[src/rtl/core/assert_macros.svh]
// Assertion macros shared by the queue RTL.
// No dependencies; included by the top level.
`ifndef ASSERT_MACROS_SVH
`define ASSERT_MACROS_SVH
`ifndef ASSERT_OFF
`define ASSERT_IMPL(label, clk, rstn, prop) \
  label: assert property (@(posedge clk) disable iff (!rstn) prop) else $error("%m failed");
`define ASSERT_NEXT(label, clk, rstn, a, b) \
  label: assert property (@(posedge clk) disable iff (!rstn) (a) |=> (b)) else $error("%m failed");
`else
`define ASSERT_IMPL(label, clk, rstn, prop)
`define ASSERT_NEXT(label, clk, rstn, a, b)
`endif
`endif

[src/rtl/core/spjq_store.sv]
// Job storage: one memory, one write and one registered read port.
// Uses nothing from spjq_pkg; widths are given by parameters.
module spjq_store #(
  parameter int DEPTH = 16,
  parameter int W     = 200,
  parameter int AW    = 4
) (
  input  logic          clk,
  input  logic          we,
  input  logic [AW-1:0] waddr,
  input  logic [W-1:0]  wdata,
  input  logic [AW-1:0] raddr,
  output logic [W-1:0]  rdata
);
  logic [W-1:0] mem [DEPTH];

  // write and registered read
  always_ff @(posedge clk) begin
    if (we) mem[waddr] <= wdata;
    rdata <= mem[raddr];
  end
endmodule

[config.mk]
export PLATFORM = sky130hd
export DESIGN_NAME = spjq_store
export DESIGN_NICKNAME = d
export VERILOG_FILES = /design/src/rtl/core/assert_macros.svh /design/src/rtl/core/spjq_store.sv
export SDC_FILE = /design/constraint.sdc
export NUM_CORES = 2
export LEC_CHECK = 0
export CELL_PAD_IN_SITES_DETAIL_PLACEMENT = 0
export CELL_PAD_IN_SITES_GLOBAL_PLACEMENT = 2
export CORE_MARGIN = 4
export CORE_UTILIZATION = 55
export CTS_CLUSTER_DIAMETER = 60
export DETAILED_ROUTE_END_ITERATION = 10
export DONT_BUFFER_PORTS = 1
export GPL_TIMING_DRIVEN = 0
export PLACE_DENSITY_LB_ADDON = 0.1
export SLEW_MARGIN = 10
export SYNTH_ARGS = -nofsm -noshare
export SYNTH_HDL_FRONTEND = slang
export SYNTH_SLANG_ARGS = --single-unit
[constraint.sdc]
create_clock -name clk -period 49.9 [get_ports clk]
set_input_delay 4.99 -clock clk [delete_from_list [all_inputs] [get_ports clk]]
set_output_delay 4.99 -clock clk [all_outputs]
set_load 0.05 [all_outputs]
======== Word level (Yosys, flattened, before mapping) ========
Memories as Yosys holds them, arrays and structs flattened. A register that Yosys moved wholly into a read port is not among the register bits.
Index checks and enable logic that the tools add are counted.
word-level totals
  input bits .............................. 210
  output and inout port bits .............. 200
  memories ................................ 1
  RAM bits ................................ 3200
  flip-flop bits (word level) ............. 0
  logic and storage cells ................. 3
memories
  name  words  bits a word  read ports  clocked after memory_dff  write ports  line              RTL
  mem   16     200          1           1                         1            spjq_store.sv:15  logic [W-1:0] mem [DEPTH];
operators by class
  multiplexer cells ....................... 2
operators with widths
  cell               count
  two-way mux 1 bit  2

======== Logic depth before layout (Yosys ltp) ========
  depth in word-level cells ............... 2
  gate-level depth with buffers ........... 8
  depth with buffers taken out ............ 3

======== Least setup slack after synthesis ========
No wires, ideal clock.
  kind .................................... input to register
  from .................................... in waddr[2]
  to ...................................... mem mem[0][0], enable pin
  data required time ...................... 48892 ps
  data arrival time ....................... 18970 ps
  path buffers ............................ 0
  library setup time ...................... 1008 ps
  setup slack ............................. 29922 ps
  stages on the path ...................... 2
  cells stage by stage .................... or3b_2 -> nor3_1
RTL lines
  element      line              RTL
  from (decl)  spjq_store.sv:10  input logic [AW-1:0] waddr,
  to (decl)    spjq_store.sv:15
No word-level cell before the write port.

==> flow_summary.toml <==
[yosys]
ys_types = 26
synth_edf_count = 3200
netlist_area_um2 = 124000
yosys_warnings = 0
synth_compound_area_share_pct = 2.58
yosysTopAreaCell = "edfxtp_1"
netlist_instances = 5216
postSynthAreaPerCell_um2 = 23.8
syn_nets = 5426
yosys.area_share.simple_pct = 0.868
synth_area_leaders = "edfxtp_1 78%, mux4_2 14%, dfxtp_1 3.2%"
synth_top_family_by_area = "multiplexers"
synth.top_cell.area_share_pct = 77.5
synth_flop_cell = "edfxtp_1"
ys_ff_latch = 3400
seq_area_frac_synth_pct = 80.8
synth_xor_area_share_pct = 0
synth_fa_ha_area_share_pct = 0
synthMuxAreaShare_pct = 14.7
synth-async-reset-ratio_pct = 0

[run_status]
status = "completed"

[worst_setup_path]
path_class = "primary input to flop"
path_cells = "buf_2 -> buf_6 -> buf_2 -> buf_4 -> nor2b_1 -> buf_2 -> a22oi_1 -> o21ai_0"
worst_ep_arrival_time_ns = 8.05
cpMaxStageDelayCell = "nor2b_1"
worstPathMaxFanout = 10
r2r_cells = 3
crit_path_frequent_cell = "buf_2"
worstPathRequired_ns = 50.66
regToRegSetupSlack_ns = 48.11
worst_setup_path_start_kind = "primary input"
worstReg2RegEnd = "rdata[58]"
cpPeakStageDelay_ns = 0.78
cp-end-kind = "flop"
timing.rr.start = "mem[7][58]"

[route]
routed-via-count = 57400
wl_um = 302000
drt_first_pass_iters = 5
drt-initial-drc-count = 6866
viasPerCell = 6.31
drcViolationCount = 0
drtAntennaViolNets = 0
wl_per_cell_um = 33.3

[power]
switchingPower_mw = 1.28
pwr-share-seq_pct = 53.8
vdd_ir_drop_max_mv = 0.0353
clockPowerShare_pct = 42.2
p_total_mw = 6.10
p_leak_nw = 45.7
power.internal_mw = 4.82
power_density_nw_per_um2 = 42.6
netSwitchingFraction_pct = 21.0
comb_power_share_pct = 4.0

[global_routing]
grt_first_pass_wirelength_um = 432000
grt_max_degree = 24
grt_util_all_layers_pct = 26.2
antenna_found_initial = 11
overflow = 0
grt_pass1_vias = 58700

[job]
cap_violations = 0

[layout]
final_cell_mix = "3200 x edfxtp_1, 750 x mux4_2, 362 x clkbuf_16, 342 x a22oi_1, 202 x clkbuf_1"
layout_commonest_cell = "edfxtp_1"
stdcell_count = 9092
nets = 6044
drive_gt1_share_pct = 28.5
area_growth_pct = 15.5

[floorplanning]
num_rows = 173
die_y_um = 483
die_area_um2 = 233000
initial_core_util_pct = 55.5
die_w_um = 483
core_area_um2 = 223000
io_pins = 410

[clocking]
clock_sinks = 3400
clk_latency_ns = 0.96
cts_setup_buffers = 0
post_cts_resized = 0
holdBufCountCts = 0
clockBufferDepth = 4
cts_root_buf = "clkbuf_16"
h-tree-depth = 5
clk_pin_slew_ns = 0.06
cts_tree = "built"
numCtsBuffers = 356

[sta]
finalSetupViolations = 0
period_minus_slack_ns = 7.29
slew_headroom_pct = 11.7
worst_pin_slew_ns = 1.32
setup_tns_ns = 0
maxSlewViolCount = 0
fmax_mhz = 137
min_period_over_period_pct = 14.6
hold_violations = 0
skew_ns = 0.0450
setup_slack_ns = 42.61
rsz0062_at_grt = "false"

[worst_hold_path]
holdPathStages = 3
hold_end = "rdata[194]"
holdCritStartpoint = "mem[12][194]"
hp-class = "flop to flop"

[placed_design]
dpl.hpwl_um = 198000
dp_cells = 8451
io_buffers = 0
pre_cts_ws_ns = 41.64
gp_congestion = 0.711
[per-stage QoR]
stage,util (%),hold WS [ns],cell area [µm²]
2_1_floorplan,-,0.635,124000
3_5_place_dp,59.1,0.657,132000
3_3_place_gp,57.2,0.648,128000
5_1_grt,64.1,0.694,143000
4_1_cts,64.1,0.658,143000
6_report,64.1,0.656,143000
[critical path, delay by kind of cell]
kind,cells,cell delay (ns)
compound gates,2,0.40
simple gates,1,0.78
buf+inv,5,1.84
[synth_stat cells (22+ instances only)]
cell and instances:
edfxtp_1 3200, mux4_2 750, a22oi_1 342, dfxtp_1 200
nand2_1 152, clkbuf_1 121, mux2_2 92, buf_2 88
nor2b_1 38, mux2i_1 34, buf_1 33, buf_4 32
o221ai_1 32, o21ai_0 23, nand2b_1 22
[metal layers]
layer / global-route usage (%) / part of all wire (%)
met1: 38.4 / 41
met2: 40.5 / 47
met3: 6.72 / 9.5
met4: 6.17 / 2.2
met5: 0 / 0
[cell type report]
class | count | area (µm²)
sequential | 3400 | 100000
fill | 14800 | 80000
multi-input combinational | 1539 | 22600
clock buffer | 483 | 9860
timing repair buffer | 260 | 4070
tap | 2975 | 3720
clock inverter | 152 | 1440
buffer | 277 | 1300
antenna | 6 | 15.0
[cell families after synthesis]
kind of cell / count (synthesis)
buffers and inverters: 277
AND/OR/NAND/NOR: 239
multiplexers: 876
flip-flops: 3400
AO/OA/AOI/OAI: 424
[sequential cells by signal, summed over array words and instances (netlist names)]
signal,cells
rdata,200
mem,3200
[how the worst max path moves through the flow]
| stage | slack (ns) | start | cells past startpoint | endpoint |
|---|---|---|---|---|
| after floorplan | 29.92 | waddr[2] | 2 | mem[0][0] |
| after global placement | 11.73 | waddr[1] | 1 | mem[0][132] |
| after detailed placement | 41.64 | waddr[2] | 12 | mem[0][135] |
| after CTS | 42.67 | waddr[2] | 12 | mem[0][138] |
| after global routing | 42.55 | waddr[2] | 12 | mem[0][138] |
| final | 42.61 | raddr[0] | 8 | rdata[6] |
[power by group through the flow]
| stage | logic, mW | clock network [mW] | registers, mW |
|---|---|---|---|
| CTS | 0.250 | 2.61 | 3.29 |
| detailed placement | 0.249 | 0 | 3.35 |
| global placement | 0.235 | 0 | 3.37 |
| global route | 0.261 | 2.75 | 3.29 |
| finish | 0.245 | 2.57 | 3.28 |
| floorplan | 0.152 | 0 | 3.35 |
Power figures use the tool's default switching activity.
